[config.mk]
export PLATFORM = sky130hd
export DESIGN_NAME = msb_first_bit_packer_unit
export DESIGN_NICKNAME = d
export VERILOG_FILES = /design/src/rtl/core/pbp_pkg.sv /design/src/rtl/core/pbp_front.sv /design/src/rtl/core/pbp_queue.sv /design/src/rtl/core/pbp_back.sv /design/src/rtl/core/msb_first_bit_packer_unit.sv
export SDC_FILE = /design/constraint.sdc
export NUM_CORES = 1
export LEC_CHECK = 0
export ABC_AREA = 1
export ABC_CLOCK_PERIOD_IN_PS = 12810
export BUFFER_PORTS_ARGS = -buffer_cell sky130_fd_sc_hd__buf_4
export CORE_MARGIN = 5
export CORE_UTILIZATION = 55
export CTS_CLUSTER_SIZE = 14
export DETAILED_ROUTE_END_ITERATION = 6
export GPL_TIMING_DRIVEN = 0
export PLACE_DENSITY = 0.72
export SETUP_SLACK_MARGIN = 0.05
export SLEW_MARGIN = 20
export SYNTH_ARGS = -nofsm -noshare
export SYNTH_HDL_FRONTEND = slang
export SYNTH_SLANG_ARGS = --single-unit
[constraint.sdc]
create_clock -name i_clk -period 12.81 [get_ports i_clk]
set_clock_uncertainty 0.05 [all_clocks]
set_input_delay 3.2025 -clock i_clk [delete_from_list [all_inputs] [get_ports i_clk]]
set_output_delay 3.2025 -clock i_clk [all_outputs]
set_load 0.05 [all_outputs]
[src/rtl/core/pbp_pkg.sv]
// Shared constants and types of the MSB-first bit packer.
`default_nettype none
package pbp_pkg;
    localparam int CODE_W  = 32;
    localparam int LEN_W   = 6;
    localparam int BYTE_W  = 8;
    localparam int PEND_W  = 7;
    localparam int PCNT_W  = 3;
    localparam int Q_DEPTH = 2;

    typedef struct packed {
        logic full;
        logic empty;
    } t_q_stat;
endpackage
`default_nettype wire

[src/rtl/core/pbp_front.sv]
// Front end: accepts codes, joins them to the pending bits and queues aligned bytes.
`default_nettype none
module pbp_front #(
    parameter int MAX_CODE_BITS = 32
) (
    input  wire                       i_clk,
    input  wire                       i_rst_n,
    input  wire                       i_valid,
    output logic                      o_ready,
    input  wire [pbp_pkg::CODE_W-1:0] i_code_value,
    input  wire [pbp_pkg::LEN_W-1:0]  i_code_length,
    input  wire                       i_flush,
    input  wire pbp_pkg::t_q_stat     i_q_stat,
    output logic                      o_push,
    output logic [8*(((pbp_pkg::PEND_W + MAX_CODE_BITS) + 7) / 8)-1:0] o_word,
    output logic [$clog2(((pbp_pkg::PEND_W + MAX_CODE_BITS) + 7) / 8 + 1)-1:0] o_nbytes
);
    import pbp_pkg::*;

    localparam int ACC_W    = PEND_W + MAX_CODE_BITS;
    localparam int W        = 8 * ((ACC_W + 7) / 8);
    localparam int CNT_W    = $clog2(W / 8 + 1);
    localparam int TOT_W    = $clog2(ACC_W + 1);
    localparam int SH_W     = $clog2(W + 1);

    logic [PEND_W-1:0]       r_pend, n_pend;
    logic [PCNT_W-1:0]       r_pcnt, n_pcnt;
    logic [LEN_W-1:0]        len_sat;
    logic [ACC_W+CODE_W-1:0] code_wide;
    logic [ACC_W-1:0]        mask;
    logic [ACC_W-1:0]        acc;
    logic [TOT_W-1:0]        total;
    logic [PCNT_W-1:0]       rem;
    logic [PEND_W-1:0]       pmask;
    logic                    accept;

    always_comb begin
        len_sat   = (i_code_length > LEN_W'(MAX_CODE_BITS)) ? LEN_W'(MAX_CODE_BITS)
                                                            : i_code_length;
        mask      = ~({ACC_W{1'b1}} << len_sat);
        code_wide = {{ACC_W{1'b0}}, i_code_value};
        acc       = (ACC_W'(r_pend) << len_sat) | (code_wide[ACC_W-1:0] & mask);
        total     = TOT_W'(r_pcnt) + TOT_W'(len_sat);
        rem       = total[PCNT_W-1:0];
        pmask     = ~({PEND_W{1'b1}} << rem);
        o_word    = W'(acc) << (SH_W'(W) - SH_W'(total));
        o_nbytes  = CNT_W'(total >> 3) + CNT_W'(i_flush && (rem != '0));
        o_ready   = !i_q_stat.full;
        accept    = i_valid && o_ready;
        o_push    = accept && (o_nbytes != '0);
        n_pend    = r_pend;
        n_pcnt    = r_pcnt;
        if (accept) begin
            n_pend = i_flush ? '0 : (acc[PEND_W-1:0] & pmask);
            n_pcnt = i_flush ? '0 : rem;
        end
    end

    always_ff @(posedge i_clk) begin
        if (!i_rst_n) begin
            r_pend <= '0;
            r_pcnt <= '0;
        end else begin
            r_pend <= n_pend;
            r_pcnt <= n_pcnt;
        end
    end
endmodule
`default_nettype wire

[src/rtl/core/pbp_queue.sv]
// Two-entry queue between the front end and the byte emitter.
`default_nettype none
module pbp_queue #(
    parameter int DATA_W = 8
) (
    input  wire                   i_clk,
    input  wire                   i_rst_n,
    input  wire                   i_push,
    input  wire [DATA_W-1:0]      i_data,
    input  wire                   i_pop,
    output logic [DATA_W-1:0]     o_data,
    output pbp_pkg::t_q_stat      o_stat
);
    import pbp_pkg::*;

    localparam int PTR_W = $clog2(Q_DEPTH);
    localparam int CNT_W = $clog2(Q_DEPTH + 1);

    logic [DATA_W-1:0] r_mem [Q_DEPTH];
    logic [PTR_W-1:0]  r_wptr, n_wptr;
    logic [PTR_W-1:0]  r_rptr, n_rptr;
    logic [CNT_W-1:0]  r_cnt, n_cnt;
    logic              do_push, do_pop;

    always_comb begin
        o_stat.full  = (r_cnt == CNT_W'(Q_DEPTH));
        o_stat.empty = (r_cnt == '0);
        o_data       = r_mem[r_rptr];
        do_push      = i_push && !o_stat.full;
        do_pop       = i_pop && !o_stat.empty;
        n_wptr       = r_wptr;
        n_rptr       = r_rptr;
        if (do_push) begin
            n_wptr = (r_wptr == PTR_W'(Q_DEPTH - 1)) ? '0 : r_wptr + 1'b1;
        end
        if (do_pop) begin
            n_rptr = (r_rptr == PTR_W'(Q_DEPTH - 1)) ? '0 : r_rptr + 1'b1;
        end
        n_cnt = r_cnt + CNT_W'(do_push) - CNT_W'(do_pop);
    end

    always_ff @(posedge i_clk) begin
        if (do_push) begin
            r_mem[r_wptr] <= i_data;
        end
    end

    always_ff @(posedge i_clk) begin
        if (!i_rst_n) begin
            r_wptr <= '0;
            r_rptr <= '0;
            r_cnt  <= '0;
        end else begin
            r_wptr <= n_wptr;
            r_rptr <= n_rptr;
            r_cnt  <= n_cnt;
        end
    end

    a_cnt_bound: assert property (@(posedge i_clk) disable iff (!i_rst_n)
        r_cnt <= CNT_W'(Q_DEPTH))
        else $error("queue count above depth");
    a_no_overflow: assert property (@(posedge i_clk) disable iff (!i_rst_n)
        !(i_push && o_stat.full))
        else $error("push into full queue");
endmodule
`default_nettype wire

[src/rtl/core/pbp_back.sv]
// Back end: emits the queued bytes one per cycle while the receiver is ready, top byte first.
`default_nettype none
module pbp_back #(
    parameter int W     = 40,
    parameter int CNT_W = 3
) (
    input  wire                        i_clk,
    input  wire                        i_rst_n,
    input  wire                        i_q_valid,
    input  wire [W-1:0]                i_q_word,
    input  wire [CNT_W-1:0]            i_q_nbytes,
    output logic                       o_pop,
    output logic                       o_valid,
    input  wire                        i_ready,
    output logic [pbp_pkg::BYTE_W-1:0] o_out_byte,
    output logic                       o_last
);
    import pbp_pkg::*;

    logic [W-1:0]     r_word, n_word;
    logic [CNT_W-1:0] r_left, n_left;
    logic             r_busy, n_busy;
    logic             out_acc, take;

    always_comb begin
        o_valid    = r_busy;
        o_out_byte = r_word[W-1 -: BYTE_W];
        o_last     = (r_left == CNT_W'(1));
        out_acc    = r_busy && i_ready;
        take       = !r_busy || (out_acc && o_last);
        o_pop      = take && i_q_valid;
        n_word     = r_word;
        n_left     = r_left;
        n_busy     = r_busy;
        if (out_acc && !o_last) begin
            n_word = r_word << BYTE_W;
            n_left = r_left - 1'b1;
        end else if (take) begin
            n_busy = i_q_valid;
            if (i_q_valid) begin
                n_word = i_q_word;
                n_left = i_q_nbytes;
            end
        end
    end

    always_ff @(posedge i_clk) begin
        if (!i_rst_n) begin
            r_busy <= 1'b0;
            r_left <= '0;
        end else begin
            r_busy <= n_busy;
            r_left <= n_left;
        end
    end

    always_ff @(posedge i_clk) begin
        r_word <= n_word;
    end

    a_busy_left: assert property (@(posedge i_clk) disable iff (!i_rst_n)
        r_busy |-> (r_left != '0))
        else $error("emitter busy with no bytes left");
    a_hold_stall: assert property (@(posedge i_clk) disable iff (!i_rst_n)
        (r_busy && !i_ready) |=> (r_busy && $stable(r_left)))
        else $error("byte count moved during stall");
endmodule
`default_nettype wire

[src/rtl/core/msb_first_bit_packer_unit.sv]
// Top level of the MSB-first variable-length bit packer.
//
// Input channel (i_valid/o_ready): one code per item, i_code_value right
// aligned with i_code_length valid bits (0 to MAX_CODE_BITS, larger lengths
// saturate), i_flush pads the stream with zeros to the next byte boundary.
// Output channel (o_valid/i_ready): one packed byte per item, first stream
// bit in bit 7; o_last marks the last byte caused by one input code.
// A taken code's bytes are written into the queue, then loaded into the
// emitter's output register. Throughput: the emitter sends one byte a cycle
// while the receiver is ready; a 32-bit code completes up to 4 bytes plus one
// flush byte, and a code that completes no byte adds no queue entry.
// A two-entry queue sits between the front end and the emitter, so codes
// keep arriving while bytes drain; o_ready drops only when the queue is full.
// When the receiver stalls, the current byte holds and the queue fills.
// Reset clears the pending bits, the queue and the emitter.
`default_nettype none
module msb_first_bit_packer_unit #(
    parameter int MAX_CODE_BITS = 32
) (
    input  wire                        i_clk,
    input  wire                        i_rst_n,
    input  wire                        i_valid,
    output logic                       o_ready,
    input  wire [pbp_pkg::CODE_W-1:0]  i_code_value,
    input  wire [pbp_pkg::LEN_W-1:0]   i_code_length,
    input  wire                        i_flush,
    output logic                       o_valid,
    input  wire                        i_ready,
    output logic [pbp_pkg::BYTE_W-1:0] o_out_byte,
    output logic                       o_last
);
    import pbp_pkg::*;

    localparam int ACC_W = PEND_W + MAX_CODE_BITS;
    localparam int W     = 8 * ((ACC_W + 7) / 8);
    localparam int CNT_W = $clog2(W / 8 + 1);

    t_q_stat          q_stat;
    logic             push, pop;
    logic [W-1:0]     f_word;
    logic [CNT_W-1:0] f_nbytes;
    logic [W-1:0]     q_word;
    logic [CNT_W-1:0] q_nbytes;

    pbp_front #(.MAX_CODE_BITS(MAX_CODE_BITS)) u_front (
        .i_clk        (i_clk),
        .i_rst_n      (i_rst_n),
        .i_valid      (i_valid),
        .o_ready      (o_ready),
        .i_code_value (i_code_value),
        .i_code_length(i_code_length),
        .i_flush      (i_flush),
        .i_q_stat     (q_stat),
        .o_push       (push),
        .o_word       (f_word),
        .o_nbytes     (f_nbytes)
    );

    pbp_queue #(.DATA_W(W + CNT_W)) u_queue (
        .i_clk  (i_clk),
        .i_rst_n(i_rst_n),
        .i_push (push),
        .i_data ({f_word, f_nbytes}),
        .i_pop  (pop),
        .o_data ({q_word, q_nbytes}),
        .o_stat (q_stat)
    );

    pbp_back #(.W(W), .CNT_W(CNT_W)) u_back (
        .i_clk     (i_clk),
        .i_rst_n   (i_rst_n),
        .i_q_valid (!q_stat.empty),
        .i_q_word  (q_word),
        .i_q_nbytes(q_nbytes),
        .o_pop     (pop),
        .o_valid   (o_valid),
        .i_ready   (i_ready),
        .o_out_byte(o_out_byte),
        .o_last    (o_last)
    );
endmodule
`default_nettype wire

==> out/metrics.csv, run 1 <==
metric;value;unit
row cnt;47;
total length of routed wires;32.0;mm
MaxCap Viol Count;0;
ANT nets after route;0;
Tmin final;7.11;ns
worst rel slew slack;37.3;%
Final Max Tran Viols;0;
Register Area;4080;um2
Max stage delay on crit path;0.53;ns
WP buf/inv;8;
RSZ-0062 raised after global routing;false;
critical path fanouts, max;10;
dpl hpwl;25.0;mm
die area;19500;um2
fmax;141;MHz
Stages on worst setup path;20;
Die W;140;um
worst skew pair latency;0.42;ns
fill cell instance count of the final layout;1479;
initial antenna violation count;0;
multi-input combinational cell area;4500;um2
Seq cells post-synth;145;
Power per Cell Area;188;nW/um2
R2R cell count;16;
Crit path max-delay family;buffers and inverters;
Antenna Cells;0;
sequential cell area fraction in the yosys report;44.2;%
vias in the first global route;8848;
Hold Fails Final Rpt;0;
total grt overflow;0;
via count of the routed design;9333;
Leak;4.37;nW
Worst path slowest cell;buf_1;
CTS Buffer Depth;2;
clk sinks;145;
Reg clk slew, reported paths;0.06;ns
clock root cell;clkbuf_16;
largest net degree at the start of global routing;33;
net count after synthesis;1268;
Reg2Reg Launch Point;u_front.r_pcnt[0];
EDFF count, synth;118;
DRC;0;
worst hold stages;2;
first-pass GRT wire length;49.4;mm
htree depth;4;
setup_tns;0;ns
Synth Area per Inst;7.61;um2
FFs w/ async S/R, synth;0;%
Worst Setup End Kind;flip-flop;
Routed WL per cell;21.1;um
min-delay src;u_front.r_pcnt[0];
most frequent cells in the layout;nand2_1 (326), nand3_1 (270), edfxtp_1 (118), o21ai_0 (88), inv_1 (69);
Initial Util;55.9;%
Main synth FF type;edfxtp_1;
Synth cell types;40;
IR drop worst, VDD;0.129;mV
Starting DRT DRC Count;1178;
most common cell after layout, fill and taps aside;nand2_1;
critical path class;in -> reg;
Tightest Pin Transition;0.931;ns
crit path launch type;primary input;
# IOs;54;
worst hold path type;reg -> reg;
layout cell share with drive strength beyond 1;11.2;%
CP required;12.89;ns
Final setup violation count;0;
critical path launch point;i_code_length[3];
Num CTS Buffers;17;
Post-Syn Instances;1214;
Mapped Area;9240;um2
vias per inst;6.15;
total power;1.97;mW
CTS tree;yes;
worst-path cell chain;buf_4 > inv_2 > nand3_2 > nand2_4 > nand2_4 > nor2_2 > inv_1 > nand2_2 > buf_1 > ha_1 > ha_1 > clkbuf_1 > inv_1 > clkbuf_1 > clkbuf_1 > nand3_1 > o21ai_0 > nand2_1 > nand3_1 > nand3_1;
status;completed;
fin crit share;55.5;%
crit path DAT;7.20;ns
NumNets Final;1340;
Die Height;140;um
post-CTS setup buffers;0;
port bufs;51;
Synth warnings;0;
DRT Pass-1 Iters;6;
Post-CTS Hold Fix Bufs;0;
Area Overhead vs Synth;13.7;%
core area;16500;um2
Placer Congestion;1.03;
Resized cells post-CTS;0;
GR Util All Layers;32.7;%
-- cell type report --
class | instances | share of cell area (%)
clock buffer | 17 | 4.05
buffer | 74 | 3.48
timing repair buffer | 53 | 4.03
sequential | 145 | 38.9
inverter | 81 | 2.92
multi-input combinational | 914 | 42.9
clock inverter | 14 | 1.12
tap | 220 | 2.62
-- metrics by stage --
stage          hold WS (ns)  utilization (%)  worst slack, ns  cell area [um2]  instances
6_report              0.418             63.5             5.70            10500       1518
3_3_place_gp          0.392             59.9             3.27             9890       1485
5_1_grt               0.436             63.5             5.49            10500       1518
2_1_floorplan         0.375                -             4.96             9240       1214
3_5_place_dp          0.395             60.2             5.44             9950       1487
4_1_cts               0.416             63.5             5.86            10500       1518
-- registers in the layout, indices dropped and copies added (netlist names), named ones only --
register	count
u_queue.r_mem	86
u_back.r_word	40
u_front.r_pend	7
u_back.r_left	3
u_front.r_pcnt	3
u_queue.r_cnt	2
u_back.o_valid	1
u_queue.r_rptr	1
u_queue.r_wptr	1
-- worst register-to-register path: stages (launching register included) --
cell and delay [ns]:
dfxtp_1 0.33, inv_1 0.07, nor2_2 0.12, inv_1 0.07, nand2_2 0.16, buf_1 0.53
ha_1 0.32, ha_1 0.28, clkbuf_1 0.17, inv_1 0.09, clkbuf_1 0.40, clkbuf_1 0.49
nand3_1 0.14, o21ai_0 0.15, nand2_1 0.08, nand3_1 0.14, nand3_1 0.17
-- logic make-up after synthesis --
family | after synthesis | synth area share (%)
adders and majority gates | 11 | 1.49
muxes | 24 | 2.60
DFF | 145 | 44.2
and+or+nand+nor | 704 | 33.7
buffers and inverters | 155 | 7.27
xor gates and xnor gates | 4 | 0.461
AOI/OAI and AO/OA | 171 | 10.2
-- report_power, final --
group,switching (mW),internal (mW),leakage (nW),total [mW]
sequential,0.0406,0.680,1.36,0.720
clock,0.186,0.264,0.258,0.450
combinational,0.572,0.233,2.75,0.805
-- routing by layer --
metal	global-route usage, %	wire, um	share of wire, %	up-vias
met4	13.6	1500	4.7	0
met3	5.28	2670	8.4	103
met2	54.5	15200	48	575
li1	-	-	-	4336
met1	42.7	12600	39	4319
met5	0	0	0	-
-- final timing paths --
check,end,slack [ns]
worst max-delay path,u_queue.r_mem[1][41],5.70
worst min-delay path,u_front.r_pcnt[0],0.42
worst max register to register,u_queue.r_mem[1][41],8.78
worst min register to register,u_front.r_pcnt[0],0.42
-- synth_stat cells (all sizes together), types with 11 or more instances --
cell	count	area, um2
a21oi	26	130
buf	37	226
clkbuf	37	139
dfxtp	27	541
edfxtp	118	3540
ha	11	138
inv	81	307
mux2i	24	240
nand2	338	1320
nand3	272	1370
nand4	13	81.3
nor2	73	292
o211ai	16	120
o21ai	109	557
Power figures use the tool's default switching activity.
==> run 2: changes to the inputs <==
- ABC_CLOCK_PERIOD_IN_PS: 12810 -> 5850
- PLACE_DENSITY: 0.72 -> 0.75
- clock period: 12.81 -> 5.85 ns (I/O delays scaled with it)
==> out/metrics.csv, run 2 (same netlist as run 1, synthesis figures left out) <==
metric;value;unit
Antenna Cells;0;
Hold Fails Final Rpt;0;
sequential share of power;35.9;%
largest net degree at the start of global routing;33;
GR Util All Layers;33.5;%
vias in the first global route;8999;
# IOs;54;
Area Overhead vs Synth;13.9;%
setup_tns;0;ns
post-CTS setup buffers;0;
Leak;4.38;nW
ANT nets after route;0;
row cnt;47;
most common cell after layout, fill and taps aside;nand2_1;
Resized cells post-CTS;0;
NumNets Final;1340;
htree depth;4;
DR top layer;met4;
Placer Congestion;1.03;
clk sinks;145;
dpl hpwl;25.5;mm
via count of the routed design;9437;
worst rel slew slack;28.8;%
Final Max Tran Viols;0;
Num CTS Buffers;17;
layout cell share with drive strength beyond 1;11.4;%
CP required;5.92;ns
Worst path slowest cell;buf_1;
core area;16500;um2
Final setup violation count;0;
worst-path cell chain;buf_4 > inv_2 > nand3_2 > nand2_4 > nand2_4 > nor2_2 > inv_1 > nand2_2 > buf_1 > ha_1 > ha_1 > clkbuf_1 > inv_1 > clkbuf_1 > clkbuf_1 > nand3_1 > o21ai_0 > nand2_1 > nand3_1 > nand3_1;
Core Util, Final;63.7;%
most frequent cells in the layout;nand2_1 (326), nand3_1 (270), edfxtp_1 (118), o21ai_0 (88), inv_1 (69);
die area;19500;um2
Clock Power Share;23.7;%
Worst Setup End Kind;flip-flop;
sw frac;41.1;%
Initial Util;55.9;%
Die Height;140;um
routed wl met3;2.73;mm
Max stage delay on crit path;0.54;ns
Routed WL per cell;21.9;um
Cells after DPL;1487;
Top reg by flops;u_queue.r_mem;
DRC;0;
Largest regs;u_queue.r_mem (86), u_back.r_word (40), u_front.r_pend (7);
Post-CTS Hold Fix Bufs;0;
max reg flops;86;
worst skew pair latency;0.42;ns
CTS Buffer Depth;2;
final non-filler cell total;1519;
port bufs;51;
M1 WL;12.7;mm
clock root cell;clkbuf_16;
cell-internal power;2.60;mW
total length of routed wires;33.3;mm
Tmin final;5.43;ns
Power per Cell Area;419;nW/um2
Starting DRT DRC Count;1076;
crit path DAT;5.50;ns
total grt overflow;0;
critical path fanouts, max;10;
total power;4.41;mW
first-pass GRT wire length;50.2;mm
vias per inst;6.21;
RSZ-0062 raised after global routing;false;
MaxCap Viol Count;0;
initial antenna violation count;0;
fin crit share;92.9;%
DRT Pass-1 Iters;5;
fmax;184;MHz
fill cell instance count of the final layout;1443;
Reg clk slew, reported paths;0.07;ns
critical path class;in -> reg;
IR drop worst, VDD;0.310;mV
worst hold path type;reg -> reg;
CTS tree;yes;
status;completed;
combinational share of power;40.3;%
Die W;140;um
crit path launch type;primary input;
P_sw;1.81;mW
Met2 Wirelength;15.9;mm
Tightest Pin Transition;1.06;ns
-- run 2: cell count changes in the layout (fill, tap and decap cells not counted), sizes merged --
cell    delta
clkbuf     +1
clkinv     -5
inv        +5
-- run 2: metal layers --
| layer | GRT usage [%] | vias to the layer above |
|---|---|---|
| met5 | 0 | - |
| met4 | 17.8 | 0 |
| met3 | 5.01 | 122 |
| met2 | 55.6 | 578 |
| met1 | 42.4 | 4402 |
| li1 | - | 4335 |
-- run 2: cell type report --
cell class / instances / area [um2] / share of cell area (%)
plain buffers: 74 / 365 / 3.47
repair buffers: 53 / 423 / 4.02
inverters: 81 / 307 / 2.91
well taps: 220 / 275 / 2.62
multi-input cells: 914 / 4500 / 42.7
clock buffers: 18 / 429 / 4.08
clock inverters: 14 / 145 / 1.38
flip-flops and latches: 145 / 4080 / 38.8
-- run 2: path summary, 6_finish.rpt --
| path | slack (ns) | depth (start not counted) | start | end |
|---|---|---|---|---|
| max reg2reg | 1.78 | 16 | u_front.r_pcnt[0] | u_queue.r_mem[1][41] |
| max | 0.42 | 20 | i_code_length[3] | u_queue.r_mem[1][41] |
| min | 0.43 | 1 | u_queue.r_cnt[1] | u_queue.r_cnt[1] |
| min reg2reg | 0.43 | 1 | u_queue.r_cnt[1] | u_queue.r_cnt[1] |
-- run 2: stage by stage --
| step | hold slack (ns) | worst slack, ns | instance area [um2] |
|---|---|---|---|
| after global routing | 0.468 | 0.298 | 10500 |
| after global placement | 0.383 | -0.794 | 9900 |
| final | 0.433 | 0.418 | 10500 |
| after detailed placement | 0.389 | 0.120 | 9950 |
| after CTS | 0.433 | 0.554 | 10500 |
| after floorplan | 0.375 | 0.454 | 9240 |
-- run 2: worst max-delay path: cells and delay by family --
kind                       cells  cell delay [ns]
buffers and inverters          8             2.05
AOI/OAI and AO/OA              1             0.16
adders and majority gates      2             0.59
and+or+nand+nor                9             1.21
-- run 2: power groups by stage --
stage / registers (mW) / logic, mW / clock network (mW)
floorplan: 1.57 / 1.17 / 0
global placement: 1.59 / 1.66 / 0
detailed placement: 1.60 / 1.71 / 0
CTS: 1.58 / 1.74 / 1.05
global route: 1.60 / 1.92 / 1.10
finish: 1.59 / 1.78 / 1.05
==> run 3: changes to the inputs <==
- REMOVE_ABC_BUFFERS: default -> 1
==> out/metrics.csv, run 3 (same netlist as run 1, synthesis figures left out) <==
metric;value;unit
status;finished, violations left;
failing checks;design-rule violations;
Most Frequent Cell on Critical Path;nand2_1;
Starting DRT DRC Count;936;
vias in the first global route;7882;
total length of routed wires;26.3;mm
largest net degree at the start of global routing;45;
most common cell after layout, fill and taps aside;nand2_1;
cell-internal power;2.52;mW
Worst Setup End Kind;flip-flop;
clock root cell;clkbuf_16;
Hold Fails Final Rpt;0;
first-pass GRT wire length;41.9;mm
Tmin final;5.38;ns
Initial Util;55.9;%
CTS Buffer Depth;2;
Reg clk slew, reported paths;0.06;ns
Placer Congestion;1.02;
clk sinks;145;
P_sw;1.68;mW
Final Max Tran Viols;0;
fin crit share;92.0;%
most frequent cells in the layout;nand2_1 (326), nand3_1 (270), edfxtp_1 (118), o21ai_0 (88);
dpl ws;-0.144;ns
Clock Power Share;24.1;%
crit path DAT;5.57;ns
Die W;140;um
total grt overflow;0;
Tightest Pin Transition;0.912;ns
R2R cell count;12;
CP required;6.04;ns
port bufs;53;
hold slack;0.401;ns
GR Util All Layers;27.0;%
Reg2Reg Launch Point;u_front.r_pcnt[0];
ANT nets after route;0;
final non-filler cell total;1455;
core area;16500;um2
initial antenna violation count;0;
critical path launch point;i_code_length[3];
Max stage delay on crit path;0.84;ns
sequential share of power;38.1;%
CTS tree;yes;
Leak;4.25;nW
DRC;2;
IR drop worst, VDD;0.220;mV
dpl hpwl;19.4;mm
Largest regs;u_queue.r_mem (86), u_back.r_word (40), u_front.r_pend (7);
critical path class;in -> reg;
Crit path max-delay family;adder cells;
MaxCap Viol Count;0;
worst hold path type;reg -> reg;
Stages on worst setup path;19;
Cells after DPL;1421;
NumNets Final;1276;
flop2flop setup slack;1.87;ns
Worst path slowest cell;ha_2;
setup ws final;0.466;ns
combinational share of power;37.7;%
layout cell share with drive strength beyond 1;11.3;%
worst-path cell chain;buf_4 > inv_2 > nand3_2 > nand2_4 > nand2_4 > inv_2 > nand2_2 > nand2_1 > inv_1 > ha_1 > inv_1 > ha_4 > ha_2 > clkinvlp_4 > nand3_1 > nand2_1 > o21ai_0 > nand2_1 > o21ai_1;
crit path launch type;primary input;
die area;19500;um2
Top reg by flops;u_queue.r_mem;
Die Height;140;um
Routed WL per cell;18.1;um
# IOs;54;
DRT Pass-1 Iters;7;
WP buf/inv;6;
worst hold stages;1;
fill cell instance count of the final layout;1474;
worst skew pair latency;0.42;ns
Register Area;4090;um2
Final setup violation count;0;
RR Endpoint;u_queue.r_mem[0][21];
htree depth;4;
via count of the routed design;8627;
multi-input combinational cell area;4520;um2
critical path fanouts, max;42;
fmax;186;MHz
Critical Path End;u_queue.r_mem[0][21];
row cnt;47;
max reg flops;86;
RSZ-0062 raised after global routing;false;
vias per inst;5.93;
Area Overhead vs Synth;11.6;%
Antenna Cells;0;
worst rel slew slack;39.1;%
sw frac;40.0;%
Num CTS Buffers;17;
Power per Cell Area;407;nW/um2
-- run 3: cell count changes in the layout (fill, tap and decap cells not counted), sizes merged --
cell and change:
buf -29, bufinv -1, clkbuf -37, clkinv -1
clkinvlp +4
-- run 3: per-stage QoR --
| stage | utilization (%) | setup TNS, ns | area [um2] | total power, mW |
|---|---|---|---|---|
| after floorplan | - | -23.91 | 8870 | 2.66 |
| after global placement | 57.8 | -262.44 | 9540 | 3.09 |
| after detailed placement | 58.9 | -0.896 | 9730 | 3.17 |
| after CTS | 62.2 | 0 | 10300 | 4.19 |
| after global routing | 62.4 | 0 | 10300 | 4.46 |
| final | 62.4 | 0 | 10300 | 4.20 |
-- run 3: worst min-delay path by stage --
stage,startpoint,to,slack (ns)
after detailed placement,u_queue.r_rptr,flip-flop,0.39
after global routing,u_queue.r_rptr,u_queue.r_rptr,0.43
final,u_queue.r_rptr,flip-flop,0.40
after global placement,u_queue.r_rptr,u_queue.r_rptr,0.39
after floorplan,u_queue.r_rptr,flip-flop,0.38
after CTS,u_queue.r_rptr,flip-flop,0.40
-- run 3: power groups by stage --
stage / combinational (mW) / clock, mW / sequential, mW
final: 1.58 / 1.01 / 1.60
after global routing: 1.75 / 1.08 / 1.63
after CTS: 1.56 / 1.03 / 1.60
after detailed placement: 1.55 / 0 / 1.62
after global placement: 1.45 / 0 / 1.64
after floorplan: 0.942 / 0 / 1.72
-- run 3: layout make-up --
type,instances,share of cell area [%]
Timing Repair inverter,2,0.146
Tap cell,220,2.67
Sequential cell,145,39.6
Clock buffer,18,4.16
Inverter,81,3.05
Timing Repair Buffer,61,5.38
Clock inverter,14,1.15
Multi-Input combinational cell,914,43.8
-- run 3: repair_timing --
| item | in CTS | in global routing |
|---|---|---|
| hold buffers | 0 | 0 |
| setup endpoints to repair | 0 | 78 |
| setup buffers | 0 | 0 |
| gates resized for setup | 0 | 5 |
-- run 3: layer usage --
layer	global-route usage [%]	vias up	part of all wire, %
met5	0	-	0
met4	9.94	0	3.6
met3	5.28	66	7.5
met2	42.9	425	46
met1	36.9	3928	43
li1	-	4208	-
